--- src/rtl/core/phgl_pkg.sv ---
// Shared types, constants and the phred-to-linear table for the haplotype likelihood core.
package phgl_pkg;

    localparam int unsigned PHRED_LEVELS_DEF  = 256;
    localparam int unsigned OUT_FRAC_BITS_DEF = 16;

    // linear values are Q1.24, at most 1.0
    localparam int unsigned LIN_W = 25;
    // widest term: 2*(a+b+c) <= 6.0 in Q24
    localparam int unsigned SUM_W = 27;
    // at and above this phred difference the linear value rounds to zero
    localparam int unsigned LIN_ZERO_AT = 80;

    localparam int unsigned OUT_W      = 17;
    localparam int unsigned S_TDATA_W  = 32;
    localparam int unsigned M_TDATA_W  = 40;
    localparam logic [1:0]  PLOIDY_RST = 2'd2;
    localparam logic [1:0]  PLOIDY_HAPLOID = 2'd1;

    // round(10^(-d/10) * 2^24) by steps of 10^(d div 10), d = 0..79
    localparam logic [LIN_W-1:0] LIN_Q24 [LIN_ZERO_AT] = '{
        25'd16777216, 25'd13326616, 25'd10585708, 25'd8408526, 25'd6679130,
        25'd5305422,  25'd4214246,  25'd3347495,  25'd2659010, 25'd2112126,
        25'd1677722,  25'd1332662,  25'd1058571,  25'd840853,  25'd667913,
        25'd530542,   25'd421425,   25'd334750,   25'd265901,  25'd211213,
        25'd167772,   25'd133266,   25'd105857,   25'd84085,   25'd66791,
        25'd53054,    25'd42142,    25'd33475,    25'd26590,   25'd21121,
        25'd16777,    25'd13327,    25'd10586,    25'd8409,    25'd6679,
        25'd5305,     25'd4214,     25'd3347,     25'd2659,    25'd2112,
        25'd1678,     25'd1333,     25'd1059,     25'd841,     25'd668,
        25'd531,      25'd421,      25'd335,      25'd266,     25'd211,
        25'd168,      25'd133,      25'd106,      25'd84,      25'd67,
        25'd53,       25'd42,       25'd33,       25'd27,      25'd21,
        25'd17,       25'd13,       25'd11,       25'd8,       25'd7,
        25'd5,        25'd4,        25'd3,        25'd3,       25'd2,
        25'd2,        25'd1,        25'd1,        25'd1,       25'd1,
        25'd1,        25'd0,        25'd0,        25'd0,       25'd0
    };

    // which genotype terms form the two ratios
    typedef enum logic [1:0] {
        SEL_HAPLOID,
        SEL_DIPLOID,
        SEL_COND_REF,
        SEL_COND_ALT
    } sel_t;

    typedef struct packed {
        logic             den_zero;
        logic             last;
    } div_side_t;

    typedef struct packed {
        logic [SUM_W-1:0] nr;
        logic [SUM_W-1:0] na;
        logic [SUM_W-1:0] den;
        div_side_t        side;
    } div_req_t;

    function automatic logic [LIN_W-1:0] lin_q24(input logic [7:0] d);
        logic [LIN_W-1:0] v;
        if (d >= 8'(LIN_ZERO_AT))
        begin
            v = '0;
        end
        else
        begin
            v = LIN_Q24[d[6:0]];
        end
        return v;
    endfunction

endpackage

--- src/rtl/core/phgl_div.sv ---
// Pipelined restoring divider pair: one quotient bit per stage, rounded half up.
module phgl_div #(
    parameter int unsigned OUT_FRAC_BITS = phgl_pkg::OUT_FRAC_BITS_DEF
) (
    input  logic                    clk,
    input  logic                    rst_n,
    input  logic                    in_valid,
    output logic                    in_ready,
    input  phgl_pkg::div_req_t      in_req,
    output logic                    out_valid,
    input  logic                    out_ready,
    output logic [OUT_FRAC_BITS:0]  out_q_ref,
    output logic [OUT_FRAC_BITS:0]  out_q_alt,
    output phgl_pkg::div_side_t     out_side
);

    localparam int unsigned QW = OUT_FRAC_BITS + 1;
    // prep stage plus one stage per quotient bit
    localparam int unsigned NS = OUT_FRAC_BITS + 2;
    localparam int unsigned SW = phgl_pkg::SUM_W;
    localparam int unsigned NW = SW + OUT_FRAC_BITS + 1;
    localparam int unsigned RW = SW + 1;

    logic [NS-1:0]       vld_reg;
    logic [NS-1:0]       en;
    logic [QW-1:0]       n_ref_reg   [NS];
    logic [QW-1:0]       n_alt_reg   [NS];
    logic [RW-1:0]       rem_ref_reg [NS];
    logic [RW-1:0]       rem_alt_reg [NS];
    logic [QW-1:0]       q_ref_reg   [NS];
    logic [QW-1:0]       q_alt_reg   [NS];
    logic [SW-1:0]       den_reg     [NS];
    phgl_pkg::div_side_t side_reg    [NS];

    assign en[NS-1] = ~vld_reg[NS-1] | out_ready;

    for (genvar i = 0; i < NS - 1; i++)
    begin : g_en
        assign en[i] = ~vld_reg[i] | en[i+1];
    end

    assign in_ready  = en[0];
    assign out_valid = vld_reg[NS-1];
    assign out_q_ref = q_ref_reg[NS-1];
    assign out_q_alt = q_alt_reg[NS-1];
    assign out_side  = side_reg[NS-1];

    always_ff @(posedge clk or negedge rst_n)
    begin
        if (!rst_n)
        begin
            vld_reg <= '0;
        end
        else
        begin
            for (int i = 0; i < NS; i++)
            begin
                if (en[i])
                begin
                    vld_reg[i] <= (i == 0) ? in_valid : vld_reg[(i == 0) ? 0 : i - 1];
                end
            end
        end
    end

    // ---- prep: dividend = num * 2^F + den / 2
    logic [NW-1:0] n_ref_next, n_alt_next;

    assign n_ref_next = (NW'(in_req.nr) << OUT_FRAC_BITS) + NW'(in_req.den >> 1);
    assign n_alt_next = (NW'(in_req.na) << OUT_FRAC_BITS) + NW'(in_req.den >> 1);

    always_ff @(posedge clk)
    begin
        if (en[0])
        begin
            n_ref_reg[0]   <= n_ref_next[QW-1:0];
            n_alt_reg[0]   <= n_alt_next[QW-1:0];
            // upper part is below den since num <= den
            rem_ref_reg[0] <= RW'(n_ref_next[NW-1:QW]);
            rem_alt_reg[0] <= RW'(n_alt_next[NW-1:QW]);
            q_ref_reg[0]   <= '0;
            q_alt_reg[0]   <= '0;
            den_reg[0]     <= in_req.den;
            side_reg[0]    <= in_req.side;
        end
    end

    // ---- bit stages, MSB of the quotient first
    for (genvar i = 1; i < NS; i++)
    begin : g_step
        logic [RW-1:0] sh_ref, sh_alt;
        logic [RW:0]   df_ref, df_alt;
        logic          ge_ref, ge_alt;

        always_comb
        begin
            sh_ref = {rem_ref_reg[i-1][RW-2:0], n_ref_reg[i-1][NS-1-i]};
            sh_alt = {rem_alt_reg[i-1][RW-2:0], n_alt_reg[i-1][NS-1-i]};
            df_ref = {1'b0, sh_ref} - {2'b00, den_reg[i-1]};
            df_alt = {1'b0, sh_alt} - {2'b00, den_reg[i-1]};
            ge_ref = ~df_ref[RW];
            ge_alt = ~df_alt[RW];
        end

        always_ff @(posedge clk)
        begin
            if (en[i])
            begin
                n_ref_reg[i]   <= n_ref_reg[i-1];
                n_alt_reg[i]   <= n_alt_reg[i-1];
                rem_ref_reg[i] <= ge_ref ? df_ref[RW-1:0] : sh_ref;
                rem_alt_reg[i] <= ge_alt ? df_alt[RW-1:0] : sh_alt;
                q_ref_reg[i]   <= {q_ref_reg[i-1][QW-2:0], ge_ref};
                q_alt_reg[i]   <= {q_alt_reg[i-1][QW-2:0], ge_alt};
                den_reg[i]     <= den_reg[i-1];
                side_reg[i]    <= side_reg[i-1];
            end
        end
    end

endmodule
--- config.mk ---
export PLATFORM = sky130hd
export DESIGN_NAME = phgl_div
export DESIGN_NICKNAME = d
export VERILOG_FILES = /design/src/rtl/core/phgl_pkg.sv /design/src/rtl/core/phgl_div.sv
export SDC_FILE = /design/constraint.sdc
export NUM_CORES = 2
export LEC_CHECK = 0
export BUFFER_PORTS_ARGS = -buffer_cell sky130_fd_sc_hd__buf_2
export CAP_MARGIN = 40
export CORE_MARGIN = 2
export CORE_UTILIZATION = 52
export CTS_BUF_LIST = sky130_fd_sc_hd__clkbuf_16
export CTS_CLUSTER_DIAMETER = 200
export CTS_CLUSTER_SIZE = 10
export DETAILED_ROUTE_END_ITERATION = 8
export GPL_TIMING_DRIVEN = 0
export PLACE_DENSITY = 0.74
export SETUP_SLACK_MARGIN = 0.1
export SLEW_MARGIN = 0
export SYNTH_ARGS = -nofsm -noshare
export SYNTH_HDL_FRONTEND = slang
export SYNTH_SLANG_ARGS = --single-unit
--- constraint.sdc ---
create_clock -name clk -period 15.95 [get_ports clk]
set_clock_uncertainty 0.15 [all_clocks]
set_input_delay 1.595 -clock clk [delete_from_list [all_inputs] [get_ports clk]]
set_output_delay 1.595 -clock clk [all_outputs]
set_load 0.05 [all_outputs]
After elaboration in Yosys (flattened, before gate mapping)
Memory sizes are Yosys's and may differ from the RTL's. Index checks and enable logic that the tools add are counted.

Bits in registers: 18. Input port bits: 87. Memories kept: 8. Bits in writable memories: 2754.

Multiplexer cells: 70. Bitwise logic cells: 70. $add $sub $neg: 36.

Memory list: rem_alt_reg (depth 18, bits a word 28, read ports 17, clocked after memory_dff 0, wr ports 18, RTL line phgl_div.sv:29) `logic [RW-1:0] rem_alt_reg [NS];`; rem_ref_reg (depth 18, bits a word 28, read ports 17, clocked after memory_dff 0, wr ports 18, RTL line phgl_div.sv:28) `logic [RW-1:0] rem_ref_reg [NS];`; den_reg (depth 18, bits a word 27, read ports 17, clocked after memory_dff 0, wr ports 18, RTL line phgl_div.sv:32) `logic [SW-1:0] den_reg [NS];`; n_alt_reg (depth 18, bits a word 17, read ports 17, clocked after memory_dff 0, wr ports 18, RTL line phgl_div.sv:27) `logic [QW-1:0] n_alt_reg [NS];`; n_ref_reg (depth 18, bits a word 17, read ports 17, clocked after memory_dff 0, wr ports 18, RTL line phgl_div.sv:26) `logic [QW-1:0] n_ref_reg [NS];`; q_alt_reg (depth 18, bits a word 17, read ports 18, clocked after memory_dff 0, wr ports 18, RTL line phgl_div.sv:31) `logic [QW-1:0] q_alt_reg [NS];`; 2 more memories.

Operators by type and width (number): 28-bit by 27-bit subtractor with 29-bit output (34); 28-bit two-way mux (34); 43-bit by 26-bit adder with 44-bit output (2); 1-bit NOT (52); 1-bit two-way mux (36); 1-bit bitwise OR (18).

Depth between registers and ports, before layout
Word-level depth: 21. Gate-level depth with buffers: 15.

Worst setup path after synthesis
Ideal clock, no wire load.

Kind: input-to-output. Start: input out_ready. End: output in_ready. Data arrival time: 11.886 ns. Stages on the path: 9. Required time: 14.205 ns. Slack: 2.319 ns. Cells stage by stage: nor2b_1 nand2_1 nor2_1 and2_1 inv_1 nor3_1 nand3_1 nor2_1 nand3_1.

Longest elaborated chain between the ends: 18.

Ends and longest elaborated chain: from (decl) (RTL line phgl_div.sv:11) `input logic out_ready,`; 1-bit bitwise OR (RTL line phgl_div.sv:35) `assign en[NS-1] = ~vld_reg[NS-1] | out_ready;`; 1-bit bitwise OR (RTL line phgl_div.sv:39) `assign en[i] = ~vld_reg[i] | en[i+1];`; named net en[16] (RTL line phgl_div.sv:25) `logic [NS-1:0] en;`; 1-bit bitwise OR (4 in a row) (RTL line phgl_div.sv:39); named net en[12] (RTL line phgl_div.sv:25); 1-bit bitwise OR (9 in a row) (RTL line phgl_div.sv:39); named net en[3] (RTL line phgl_div.sv:25); 1-bit bitwise OR (3 in a row) (RTL line phgl_div.sv:39); to (decl) (RTL line phgl_div.sv:8) `output logic in_ready,`.

The timed path passes the listed nets, and every way through them passes these cells.

Final worst setup path
Ends and elaborated chain as after synthesis.

==> out/qor.csv <==
metric,value,unit
outcome,finished clean,
finalWirelength,282,mm
final.setup.worst_slack,7.98,ns
clock_path_buffers,3,
syn_to_final_growth,9.47,%
wl_per_cell,22.4,um
vias_in_the_first_global_route,73900,
detail_route.first_pass.iterations,6,
power.static_leakage,47.8,nW
grt_overflow,0,
post_cts_resize_count,0,
largest_vdd_supply_drop,146,uV
drt_first_iter_violations,7063,
finish.net_count,10900,
cts_num_sinks,1739,
max_clock_freq,0.125,GHz
worstPathRequired,14.21,ns
core_area,0.200,mm^2
syn_area,0.105,mm^2
cts.clk_slew.worst_paths,0.06,ns
replace_congestion,0.963,
grt_max_degree,78,
ant_nets,0,
worst_slew_margin_rel,0.404,
hold_path_class,flip-flop to flip-flop,
ys.flop_type,edfxtp_1,
drt-vias-per-instance,6.01,
cts-htree-levels,4,
globalRouteTotalUtil,0.271,
critical_path.cell_chain,buf_2 -> nor2b_1 -> nand2_4 -> nor2_1 -> and2_1 -> inv_4 -> nor3_1 -> buf_2 -> nand3_4 -> nor2_1 -> nand3_4 -> buf_2,
cts-buffers-inserted,191,
max_slew.worst_pin.slew,0.871,ns
clk-insertion-delay-late,0.85,ns
postSynthCellCount,9523,
timing_hold_violations_final,0,
worst_setup_path_end_kind,output port,
syn-num-nets,10600,
postSynth.asyncResetShare,0.0104,
postSynthAreaPerCell,11.0,um^2
post-layout-total-power,0.0273,W
cts_tree,yes,
critPathMostFrequentCell,buf_2,
design.portCount,125,
placement.setup.worst_slack,7.88,ns
effective_utilization_at_floorplan,0.524,
yosys_register_bits,1739,
powerDensity,237,mW/mm^2
synth-seq-area-share,0.497,
die-height,453,um
grt_first_pass_wirelength,428,mm
cap_viol_max_count,0,
dp_hpwl,225,mm
period_utilization,0.500,
synth.distinct_cells,108,
clock_tree.root_cell,clkbuf_16,
io_buffer_count,124,
antenna_found_initial,9,
drcViolationCount,0,
max_slew_violation_count,0,
rows,164,
synth_enable_flop_cells,1721,
yosysWarningCount,0,
num_vias,75600,
post_route_cells_drive_above_1_share,0.0633,
final_cell_mix,"edfxtp_1, ha_1, nand2_1",
die_width,453,um
worstSetupPathType,primary input to output port,
min_period,7.97,ns
postCtsSetupBuffers,0,
path_max_fanout,60,
ctsHoldBuffers,0,
critical_path.startpoint_type,primary input,
max_stage_delay,0.62,ns
report.final.setup_viol,0,
layout_commonest_cell,edfxtp_1,
grt_setup_unrepaired,false,
setup_total_negative_slack,0,ns
cp_slowest_cell,nor2_1,
die_area,0.205,mm^2
worst_path_arrival_time,6.23,ns
==> path summary, 6_finish.rpt <==
kind	from	to	slack, ns	cells after the start
setup / recovery	out_ready	in_ready	7.98	12
hold / removal	q_ref_reg[9][2]	q_ref_reg[10][3]	0.26	0
setup reg to reg	vld_reg[17]	rem_ref_reg[0][26]	10.56	11
hold reg to reg	q_ref_reg[9][2]	q_ref_reg[10][3]	0.26	0
max in group asynchronous	rst_n	vld_reg[14]	14.81	1
min in group asynchronous	rst_n	vld_reg[1]	0.53	1
==> routing by layer <==
layer / track usage / share of wire
met2: 0.452 / 0.47
met1: 0.358 / 0.43
met5: 0 / 0.000035
met3: 0.0394 / 0.061
met4: 0.0959 / 0.036
==> report_power, final <==
group	internal, W	total (W)	switching (W)
logic	0.00577	0.0143	0.00858
clock network	0.00213	0.00387	0.00174
registers	0.00777	0.00903	0.00126
total	0.0157	0.0273	0.0116
==> cell usage after synthesis (all sizes together), types with 78 or more instances <==
master | number | area (um^2)
nand4 | 79 | 500
o21a | 142 | 1070
o21ai | 795 | 3990
nand3 | 106 | 531
o31ai | 86 | 693
nor3 | 134 | 706
nand2 | 792 | 2980
a21o | 378 | 2840
ha | 921 | 11500
a31oi | 91 | 588
buf | 78 | 432
mux2 | 215 | 2480
inv | 701 | 2630
xnor2 | 430 | 3770
nor2 | 575 | 2160
a21oi | 695 | 3480
nand2b | 144 | 901
clkbuf | 101 | 379
xor2 | 265 | 2320
edfxtp | 1721 | 51700
nor2b | 135 | 845
==> critical path, delay by kind of cell <==
kind / cells / cell delay (ns)
buffers and inverters: 4 / 0.92
and+or+nand+nor: 8 / 3.66
==> through the flow <==
stage          instance area, um^2  utilization  hold slack, ns  std cells
2_1_floorplan               105000            -           0.250       9523
3_3_place_gp                109000        0.544           0.251      12300
3_5_place_dp                110000        0.548           0.255      12300
4_1_cts                     115000        0.574           0.256      12600
5_1_grt                     115000        0.574           0.257      12600
6_report                    115000        0.574           0.262      12600
==> cell type report <==
class                   count  area (um^2)
clock buffers             192         4800
fillers                 16600        85200
well taps                2656         3320
repair buffers            166         1340
flip-flops and latches   1739        52100
inverters                 701         2640
plain buffers             179          811
clock inverters            39          364
diodes                      3         7.51
multi-input cells        6904        49400
==> kinds of logic after synthesis <==
kind of cell	Yosys count	share of synthesized area
AOI/OAI and AO/OA	2744	0.168
and+or+nand+nor	2264	0.102
DFF	1739	0.497
adders and majority gates	955	0.116
buffers and inverters	880	0.0328
xor gates and xnor gates	695	0.0580
muxes	246	0.0266
(Power assumes the default switching activity.)
