File: src/rtl/core/phgl_pkg.sv
// Shared types, constants and the phred-to-linear table for the haplotype likelihood core.
package phgl_pkg;

    localparam int unsigned PHRED_LEVELS_DEF  = 256;
    localparam int unsigned OUT_FRAC_BITS_DEF = 16;

    // linear values are Q1.24, at most 1.0
    localparam int unsigned LIN_W = 25;
    // widest term: 2*(a+b+c) <= 6.0 in Q24
    localparam int unsigned SUM_W = 27;
    // at and above this phred difference the linear value rounds to zero
    localparam int unsigned LIN_ZERO_AT = 80;

    localparam int unsigned OUT_W      = 17;
    localparam int unsigned S_TDATA_W  = 32;
    localparam int unsigned M_TDATA_W  = 40;
    localparam logic [1:0]  PLOIDY_RST = 2'd2;
    localparam logic [1:0]  PLOIDY_HAPLOID = 2'd1;

    // round(10^(-d/10) * 2^24) by steps of 10^(d div 10), d = 0..79
    localparam logic [LIN_W-1:0] LIN_Q24 [LIN_ZERO_AT] = '{
        25'd16777216, 25'd13326616, 25'd10585708, 25'd8408526, 25'd6679130,
        25'd5305422,  25'd4214246,  25'd3347495,  25'd2659010, 25'd2112126,
        25'd1677722,  25'd1332662,  25'd1058571,  25'd840853,  25'd667913,
        25'd530542,   25'd421425,   25'd334750,   25'd265901,  25'd211213,
        25'd167772,   25'd133266,   25'd105857,   25'd84085,   25'd66791,
        25'd53054,    25'd42142,    25'd33475,    25'd26590,   25'd21121,
        25'd16777,    25'd13327,    25'd10586,    25'd8409,    25'd6679,
        25'd5305,     25'd4214,     25'd3347,     25'd2659,    25'd2112,
        25'd1678,     25'd1333,     25'd1059,     25'd841,     25'd668,
        25'd531,      25'd421,      25'd335,      25'd266,     25'd211,
        25'd168,      25'd133,      25'd106,      25'd84,      25'd67,
        25'd53,       25'd42,       25'd33,       25'd27,      25'd21,
        25'd17,       25'd13,       25'd11,       25'd8,       25'd7,
        25'd5,        25'd4,        25'd3,        25'd3,       25'd2,
        25'd2,        25'd1,        25'd1,        25'd1,       25'd1,
        25'd1,        25'd0,        25'd0,        25'd0,       25'd0
    };

    // which genotype terms form the two ratios
    typedef enum logic [1:0] {
        SEL_HAPLOID,
        SEL_DIPLOID,
        SEL_COND_REF,
        SEL_COND_ALT
    } sel_t;

    typedef struct packed {
        logic             den_zero;
        logic             last;
    } div_side_t;

    typedef struct packed {
        logic [SUM_W-1:0] nr;
        logic [SUM_W-1:0] na;
        logic [SUM_W-1:0] den;
        div_side_t        side;
    } div_req_t;

    function automatic logic [LIN_W-1:0] lin_q24(input logic [7:0] d);
        logic [LIN_W-1:0] v;
        if (d >= 8'(LIN_ZERO_AT))
        begin
            v = '0;
        end
        else
        begin
            v = LIN_Q24[d[6:0]];
        end
        return v;
    endfunction

endpackage

File: src/rtl/core/phgl_front.sv
// Front pipeline: clamp and minimum, linear lookup, numerator and denominator forming.
module phgl_front #(
    parameter int unsigned PHRED_LEVELS = phgl_pkg::PHRED_LEVELS_DEF
) (
    input  logic               clk,
    input  logic               rst_n,
    input  logic               in_valid,
    output logic               in_ready,
    input  logic               mode,
    input  logic [7:0]         phred_hom_ref,
    input  logic [7:0]         phred_het,
    input  logic [7:0]         phred_hom_alt,
    input  logic               other_allele,
    input  logic               last_in,
    input  logic [1:0]         sample_ploidy,
    output logic               out_valid,
    input  logic               out_ready,
    output phgl_pkg::div_req_t out_req
);

    localparam logic [7:0] PHRED_MAX = 8'(PHRED_LEVELS - 1);
    localparam int unsigned SW = phgl_pkg::SUM_W;

    logic [2:0] vld_reg;
    logic [2:0] en;

    assign en[2] = ~vld_reg[2] | out_ready;
    assign en[1] = ~vld_reg[1] | en[2];
    assign en[0] = ~vld_reg[0] | en[1];

    assign in_ready  = en[0];
    assign out_valid = vld_reg[2];

    always_ff @(posedge clk or negedge rst_n)
    begin
        if (!rst_n)
        begin
            vld_reg <= '0;
        end
        else
        begin
            if (en[0])
            begin
                vld_reg[0] <= in_valid;
            end
            if (en[1])
            begin
                vld_reg[1] <= vld_reg[0];
            end
            if (en[2])
            begin
                vld_reg[2] <= vld_reg[1];
            end
        end
    end

    // ---- stage 1: clamp, minimum, differences
    logic [7:0]     q0, q1, q2, min01, m;
    logic [7:0]     d0_next, d1_next, d2_next;
    phgl_pkg::sel_t sel1_next;

    always_comb
    begin
        q0 = (phred_hom_ref > PHRED_MAX) ? PHRED_MAX : phred_hom_ref;
        q1 = (phred_het     > PHRED_MAX) ? PHRED_MAX : phred_het;
        q2 = (phred_hom_alt > PHRED_MAX) ? PHRED_MAX : phred_hom_alt;
        if (!mode && sample_ploidy == phgl_pkg::PLOIDY_HAPLOID)
        begin
            sel1_next = phgl_pkg::SEL_HAPLOID;
        end
        else if (!mode)
        begin
            sel1_next = phgl_pkg::SEL_DIPLOID;
        end
        else if (!other_allele)
        begin
            sel1_next = phgl_pkg::SEL_COND_REF;
        end
        else
        begin
            sel1_next = phgl_pkg::SEL_COND_ALT;
        end
        min01 = (q0 < q1) ? q0 : q1;
        // hom alt takes no part in the minimum when haploid
        m = (sel1_next == phgl_pkg::SEL_HAPLOID || q2 >= min01) ? min01 : q2;
        d0_next = q0 - m;
        d1_next = q1 - m;
        d2_next = q2 - m;
    end

    logic [7:0]     d0_reg, d1_reg, d2_reg;
    phgl_pkg::sel_t sel1_reg;
    logic           last1_reg;

    always_ff @(posedge clk)
    begin
        if (en[0])
        begin
            d0_reg    <= d0_next;
            d1_reg    <= d1_next;
            d2_reg    <= d2_next;
            sel1_reg  <= sel1_next;
            last1_reg <= last_in;
        end
    end

    // ---- stage 2: table lookup
    logic [phgl_pkg::LIN_W-1:0] a_reg, b_reg, c_reg;
    phgl_pkg::sel_t             sel2_reg;
    logic                       last2_reg;

    always_ff @(posedge clk)
    begin
        if (en[1])
        begin
            a_reg     <= phgl_pkg::lin_q24(d0_reg);
            b_reg     <= phgl_pkg::lin_q24(d1_reg);
            c_reg     <= phgl_pkg::lin_q24(d2_reg);
            sel2_reg  <= sel1_reg;
            last2_reg <= last1_reg;
        end
    end

    // ---- stage 3: ratio terms
    logic [SW-1:0]      a_x, b_x, c_x;
    phgl_pkg::div_req_t req_next;
    phgl_pkg::div_req_t req_reg;

    always_comb
    begin
        a_x = SW'(a_reg);
        b_x = SW'(b_reg);
        c_x = SW'(c_reg);
        req_next.side.last = last2_reg;
        unique case (sel2_reg)
            phgl_pkg::SEL_HAPLOID,
            phgl_pkg::SEL_COND_REF:
            begin
                req_next.nr  = a_x;
                req_next.na  = b_x;
                req_next.den = a_x + b_x;
            end
            phgl_pkg::SEL_DIPLOID:
            begin
                // het term split half to each allele
                req_next.nr  = (a_x << 1) + b_x;
                req_next.na  = b_x + (c_x << 1);
                req_next.den = (a_x + b_x + c_x) << 1;
            end
            phgl_pkg::SEL_COND_ALT:
            begin
                req_next.nr  = b_x;
                req_next.na  = c_x;
                req_next.den = b_x + c_x;
            end
            default:
            begin
                req_next.nr  = a_x;
                req_next.na  = b_x;
                req_next.den = a_x + b_x;
            end
        endcase
        req_next.side.den_zero = (req_next.den == '0);
    end

    always_ff @(posedge clk)
    begin
        if (en[2])
        begin
            req_reg <= req_next;
        end
    end

    assign out_req = req_reg;

endmodule

File: config.mk
export PLATFORM = sky130hd
export DESIGN_NAME = phgl_front
export DESIGN_NICKNAME = d
export VERILOG_FILES = /design/src/rtl/core/phgl_pkg.sv /design/src/rtl/core/phgl_front.sv
export SDC_FILE = /design/constraint.sdc
export NUM_CORES = 1
export LEC_CHECK = 0
export CAP_MARGIN = 40
export CORE_MARGIN = 10
export CORE_UTILIZATION = 50
export DETAILED_ROUTE_END_ITERATION = 8
export DONT_BUFFER_PORTS = 1
export PLACE_DENSITY = 0.72
export SLEW_MARGIN = 5
export SYNTH_ARGS = -nofsm -noshare
export SYNTH_HDL_FRONTEND = slang
export SYNTH_SLANG_ARGS = --single-unit
File: constraint.sdc
create_clock -name clk -period 4.2 [get_ports clk]
set_input_delay 1.26 -clock clk [delete_from_list [all_inputs] [get_ports clk]]
set_output_delay 1.26 -clock clk [all_outputs]
set_load 0.05 [all_outputs]
# After elaboration in Yosys (flattened, before gate mapping)
# Memory sizes are Yosys's and may differ from the RTL's. A register that Yosys moved wholly into a read port is not among the register bits.
# Index checks and enable logic that the tools add are counted.
totals:
  elab_cells: 63
  mem_count: 3
  ff_bits: 116
  romBits: 9600
  inputBits: 33
memory_table:
  columns: ["memory", "depth", "word_bits", "rd", "rd_clocked_by_memory_dff", "wr", "line", "source"]
  rows:
  - ["(no name shown)", 128, 25, 1, 1, 0, "phgl_pkg.sv:68", "v = LIN_Q24[d[6:0]];"]
  - ["(no name shown)", 128, 25, 1, 1, 0, "phgl_pkg.sv:68", null]
  - ["(no name shown)", 128, 25, 1, 1, 0, "phgl_pkg.sv:68", null]
classes:
  eq_ne: 4
  n_bitwise: 9
  mux: 9
  addsub: 8
  order_cmp: 8
  reduce_logical: 7
ops:
  columns: ["cell", "count"]
  rows:
  - ["one-hot mux 81 bit (3 select lines)", 1]
  - ["adder 25 x 25 -> 26 bit", 2]
  - ["two-way mux 8 bit", 5]
  - ["adder 25 x 26 -> 27 bit", 1]
  - ["adder 26 x 25 -> 27 bit", 1]
  - ["logical NOT 27 bit", 1]
  - ["adder 26 x 25 -> 26 bit", 1]
  - ["greater-or-equal comparator 8 x 7 -> 1 bit (second input constant)", 3]
  - ["> comparator 8 bit (second input constant)", 3]
  - ["inverter 7 -> 8 bit", 3]
  - ["subtractor 8 bit", 3]
  - ["greater-or-equal comparator 8 bit", 1]
  - ["less-than comparator 8 bit", 1]
  - ["equality test 2 x 1 -> 1 bit (second input constant)", 2]
  - ["equality test 2 bit (second input constant)", 2]
  - ["logical NOT 2 bit", 2]
  - ["two-way mux 2 bit", 2]
  - ["inverter 1 bit", 3]
  - ["bitwise OR 1 bit", 3]
  - ["OR reduction 2 bit", 1]
  - ["logical AND 1 bit", 1]
  - ["logical NOT 1 bit", 1]
  - ["logical OR 1 bit", 1]
  - ["two-way mux 1 bit", 1]

# Depth between registers and ports, before layout
depth:
  depth_word: 8
  depth_mapped: 32

# Least setup slack after synthesis
# OpenSTA, ideal clock, no wires.
synth_path:
  path_kind: "input to register"
  start: "input phred_het[1]"
  end: "register d0_reg[7] (data pin)"
  path_slack_ns: -2.643
  arrival_ns: 6.579
  n_path_buf: 1
  t_required_ns: 3.936
  setup_time_ns: 0.264
  path_stages: 30
  cell_sequence: "inv_1 -> ha_1 -> a21o_1 -> a21o_1 -> a21o_1 -> a21o_1 -> a21oi_1 -> o21ai_1 -> o21ai_0 -> ha_1 -> nand2b_1 -> a21o_1 -> a21o_1 -> a21o_1 -> a21o_1 -> a21oi_1 -> nor2b_1 -> o21ai_0 -> nand2_1 -> clkbuf_1 -> o21ai_0 -> ha_1 -> a21oi_1 -> o21ai_0 -> a21oi_1 -> o21bai_1 -> a21o_1 -> a21oi_1 -> xor2_1 -> xnor2_1"
synth_via:
  elab_chain_cells: 8
synth_rtl:
  columns: ["element", "line", "source"]
  rows:
  - ["start: declaration", "phgl_front.sv:11", "input logic [7:0] phred_het,"]
  - ["> comparator 8 bit", "phgl_front.sv:65", "q1 = (phred_het > PHRED_MAX) ? PHRED_MAX : phred_het;"]
  - ["two-way mux 8 bit (*)", "phgl_front.sv:65", null]
  - ["less-than comparator 8 bit", "phgl_front.sv:83", "min01 = (q0 < q1) ? q0 : q1;"]
  - ["two-way mux 8 bit (*)", "phgl_front.sv:83", null]
  - ["greater-or-equal comparator 8 bit", "phgl_front.sv:85", "m = (sel1_next == phgl_pkg::SEL_HAPLOID || q2 >= min01) ? min01 : q2;"]
  - ["logical OR 1 bit", "phgl_front.sv:85", null]
  - ["two-way mux 8 bit (*)", "phgl_front.sv:85", null]
  - ["subtractor 8 bit (*)", "phgl_front.sv:86", "d0_next = q0 - m;"]
  - ["named net d0_next[7]", "phgl_front.sv:59", "logic [7:0] d0_next, d1_next, d2_next;"]
  - ["end signal: assignment", "phgl_front.sv:99", "d0_reg <= d0_next;"]
  - ["end: declaration", "phgl_front.sv:91", "logic [7:0] d0_reg, d1_reg, d2_reg;"]
# The timed path passes the listed nets; every way through them passes the cells marked *.
# A chain may end at the register's enable or synchronous reset.

# Worst setup path after layout
layout_path:
  start: "input phred_het[1]"
  end: "register d2_reg[7] (data pin)"
layout_via:
  elab_chain_cells: 8
layout_rtl:
  columns: ["element", "line", "source"]
  rows:
  - ["> comparator 8 bit", "phgl_front.sv:65", null]
  - ["two-way mux 8 bit (*)", "phgl_front.sv:65", null]
  - ["less-than comparator 8 bit", "phgl_front.sv:83", null]
  - ["two-way mux 8 bit (*)", "phgl_front.sv:83", null]
  - ["greater-or-equal comparator 8 bit", "phgl_front.sv:85", null]
  - ["logical OR 1 bit", "phgl_front.sv:85", null]
  - ["two-way mux 8 bit (*)", "phgl_front.sv:85", null]
  - ["subtractor 8 bit (*)", "phgl_front.sv:88", "d2_next = q2 - m;"]
  - ["named net d2_next[7]", "phgl_front.sv:59", null]
  - ["end signal: assignment", "phgl_front.sv:101", "d2_reg <= d2_next;"]
  - ["end: declaration", "phgl_front.sv:91", null]
# Marked as above.

==> results.ini <==
[setup_path]
slowest_stage=o21ai_4
timing.rr.start=a_reg[3]$_SDFFCE_PP0P_
r2r_cells=24
cp.required_ns=4.42
cp.arrival_ns=5.74
worst-path-max-fanout=7
reg2reg_to=out_req[1]$_DFFE_PP_
worstSetupPathType=in -> reg
slowest_delay_ns=0.32
cp_common_cell=a21o_1
start_kind=primary input
reg2reg_slack_ns=-0.51
endpoint_kind=flip-flop

[status]
failed_checks=negative setup slack
status=finished with violations

[hold_path]
min_from=sel1_reg[0]$_DFFE_PP_
hold_path_end=sel2_reg[0]$_DFFE_PP_
hold_depth=0
hold_class=reg -> reg

[route]
wl_met1_mm=27.1
routed-wl-met3_mm=5.64
ant_nets=0
met2_length_mm=31.3
viasPerCell=6.35
via_count=19500
routed.top_layer=met4
wl_mm=66.8
drc=0
detail_route.iter0.violations=2286
dr.pass1.iters=6
routedWlPerCell_microns=21.8

[sta]
drv_slew=0
tightest_slew_ns=0.921
timing.final.crit_share=1.32
grt_setup_unrepaired=yes
final-setup-viol-count=32
report.final.hold_viol_count=0
setup_ws_ns=-1.32
skew_ns=0.0172
period_needed_ns=5.52
fmax_mhz=181
maxSlewHeadroom=0.384

[placement]
place_congestion=0.979
dp_cells=2991
numPortBuffers=0
hpwlAfterDp_mm=49.5

[synth]
ys_seq_area_frac=0.298
ys_ff_latch=191
synth.avg_cell_area_sq_um=8.25
synth_cells=2328
async_reset_ff_frac=0.0157
synth_flop_cell=edfxtp_1
ys_warn_count=0
synth_area_sq_mm=0.0192
syn_nets=2567
synth_edf_count=188
synth_cell_types=78

[cells_and_area]
nets=2778
drive_above_1_share=0.208
fin_cells=3062
fillCellCount=3209
fin_util=0.620
largest_register_ffs=83
num_antenna_cells=0
area_delta_synth_final_pct=21.9

[grt]
grt_usage=0.273
grt_pass1_vias=18400
grt_pass1_wl_mm=103
antenna_found_initial=1
grt_start_max_net_pins=80
gr-total-overflow=0

[clock_network]
cts_buffers=17
clk_pin_slew_ns=0.07
h-tree-depth=4
hold_buffers=0
cts_root_buf=clkbuf_16
clock_latency_ns=0.47
cts_tree=done
numClockSinks=191
max-clock-path-buffers=2

[floorplanning]
num_rows=71
core_area_sq_mm=0.0378
die_x_microns=216
io_pins=118
die-area_sq_mm=0.0466
die_h_microns=216
start_util=0.509

[power_and_ir_drop]
power.total_mw=20.3
power.density_mw_per_mm2=867
power.internal_mw=9.92
clkPwrFrac=0.083
p_comb_frac=0.686
ir_worst_vdd_mv=0.488
switching_share=0.512
seqPwrFrac=0.231
p_switching_mw=10.4
p_leak_nw=9.99

[run]
maxCapViolCount=0

[worst max-delay path by stage]
stage	from	to	depth (start not counted)
after detailed placement	phred_het[1]	d0_reg[7]$_DFFE_PP_	29
final	phred_het[1]	d2_reg[7]$_DFFE_PP_	31
after CTS	phred_het[1]	d0_reg[7]$_DFFE_PP_	31
after global placement	phred_het[1]	d0_reg[7]$_DFFE_PP_	29
after floorplan	phred_het[1]	d0_reg[7]$_DFFE_PP_	31
after global routing	phred_het[1]	d1_reg[7]$_DFFE_PP_	30
[power groups by stage]
stage	Clock (mW)	Sequential [mW]	Combinational [mW]
2_1_floorplan	0	4.41	8.23
3_3_place_gp	0	4.71	12.4
3_5_place_dp	0	4.72	12.5
4_1_cts	1.71	4.68	13.1
5_1_grt	1.78	4.75	15.1
6_report	1.68	4.69	13.9
[worst max-delay path: cells and delay by family]
kind / cells / cell delay [ns]
xor+xnor: 1 / 0.08
buf+inv: 3 / 0.27
simple gates: 4 / 0.46
compound gates: 20 / 2.97
fa+ha+maj: 3 / 0.69
[synthesized netlist by cell type (all sizes together), types with 28 or more instances]
cell type,instances,area share
a21oi,277,0.072
nor2,275,0.054
ha,198,0.13
nand2,196,0.038
edfxtp,188,0.29
o21ai,165,0.043
clkbuf,115,0.022
inv,76,0.015
xnor2,67,0.031
nor3,61,0.016
a21o,58,0.023
a211oi,57,0.022
xor2,55,0.025
a31oi,54,0.018
nand3,41,0.011
o211ai,33,0.013
mux2i,28,0.015
[metrics by stage]
stage | cell area, sq um | setup WS [ns] | hold WS (ns) | TNS, ns
4_1_cts | 22900 | -1.24 | 0.419 | -22.09
5_1_grt | 23400 | -1.58 | 0.430 | -31.28
3_3_place_gp | 21700 | -1.79 | 0.404 | -34.16
3_5_place_dp | 21700 | -1.87 | 0.405 | -36.64
2_1_floorplan | 19400 | -1.61 | 0.400 | -26.02
6_report | 23400 | -1.32 | 0.419 | -24.92
[layer usage]
layer | up-vias | track usage
li1 | 9125 | -
met2 | 985 | 0.451
met5 | - | 0
met1 | 9162 | 0.347
met4 | 0 | 0.105
met3 | 182 | 0.0547
[logic make-up after synthesis]
logic type	share of synthesized area
muxes	0.0228
adders and majority gates	0.138
DFF	0.298
AOI/OAI and AO/OA	0.277
xor gates and xnor gates	0.0556
and+or+nand+nor	0.166
buffers and inverters	0.0424
[final cells by class]
cell class / count / area, sq um / share of cell area
clock buffer: 18 / 429 / 0.0183
clock inverter: 13 / 160 / 0.00684
inverter: 79 / 317 / 0.0135
multi-input combinational: 1920 / 13600 / 0.581
sequential: 191 / 5720 / 0.244
tap: 511 / 639 / 0.0273
timing repair buffer: 330 / 2550 / 0.109
[timing repair]
item,CTS,global route
pin swaps,55,61
gates cloned,0,0
buffers inserted,41,14
hold endpoints to repair,0,0
gates resized for setup,80,100
endpoints found under the setup margin,36,40
[cell usage in the layout (no fill, tap or decap), drive strengths merged, types with 16 or more instances in the layout]
cell,count
edfxtp,188
o21bai,24
o211ai,33
mux2i,28
ha,198
a21oi,277
nor2,275
buf,330
o21a,23
nor2b,18
o21ai,165
nand2,196
xor2,55
clkbuf,18
a31oi,54
nand2b,27
xnor2,67
a21o,58
inv,80
nand3,41
nor3,61
a211oi,57
o31ai,16
o22ai,16
No activity file was read; power rests on OpenSTA's default activity.
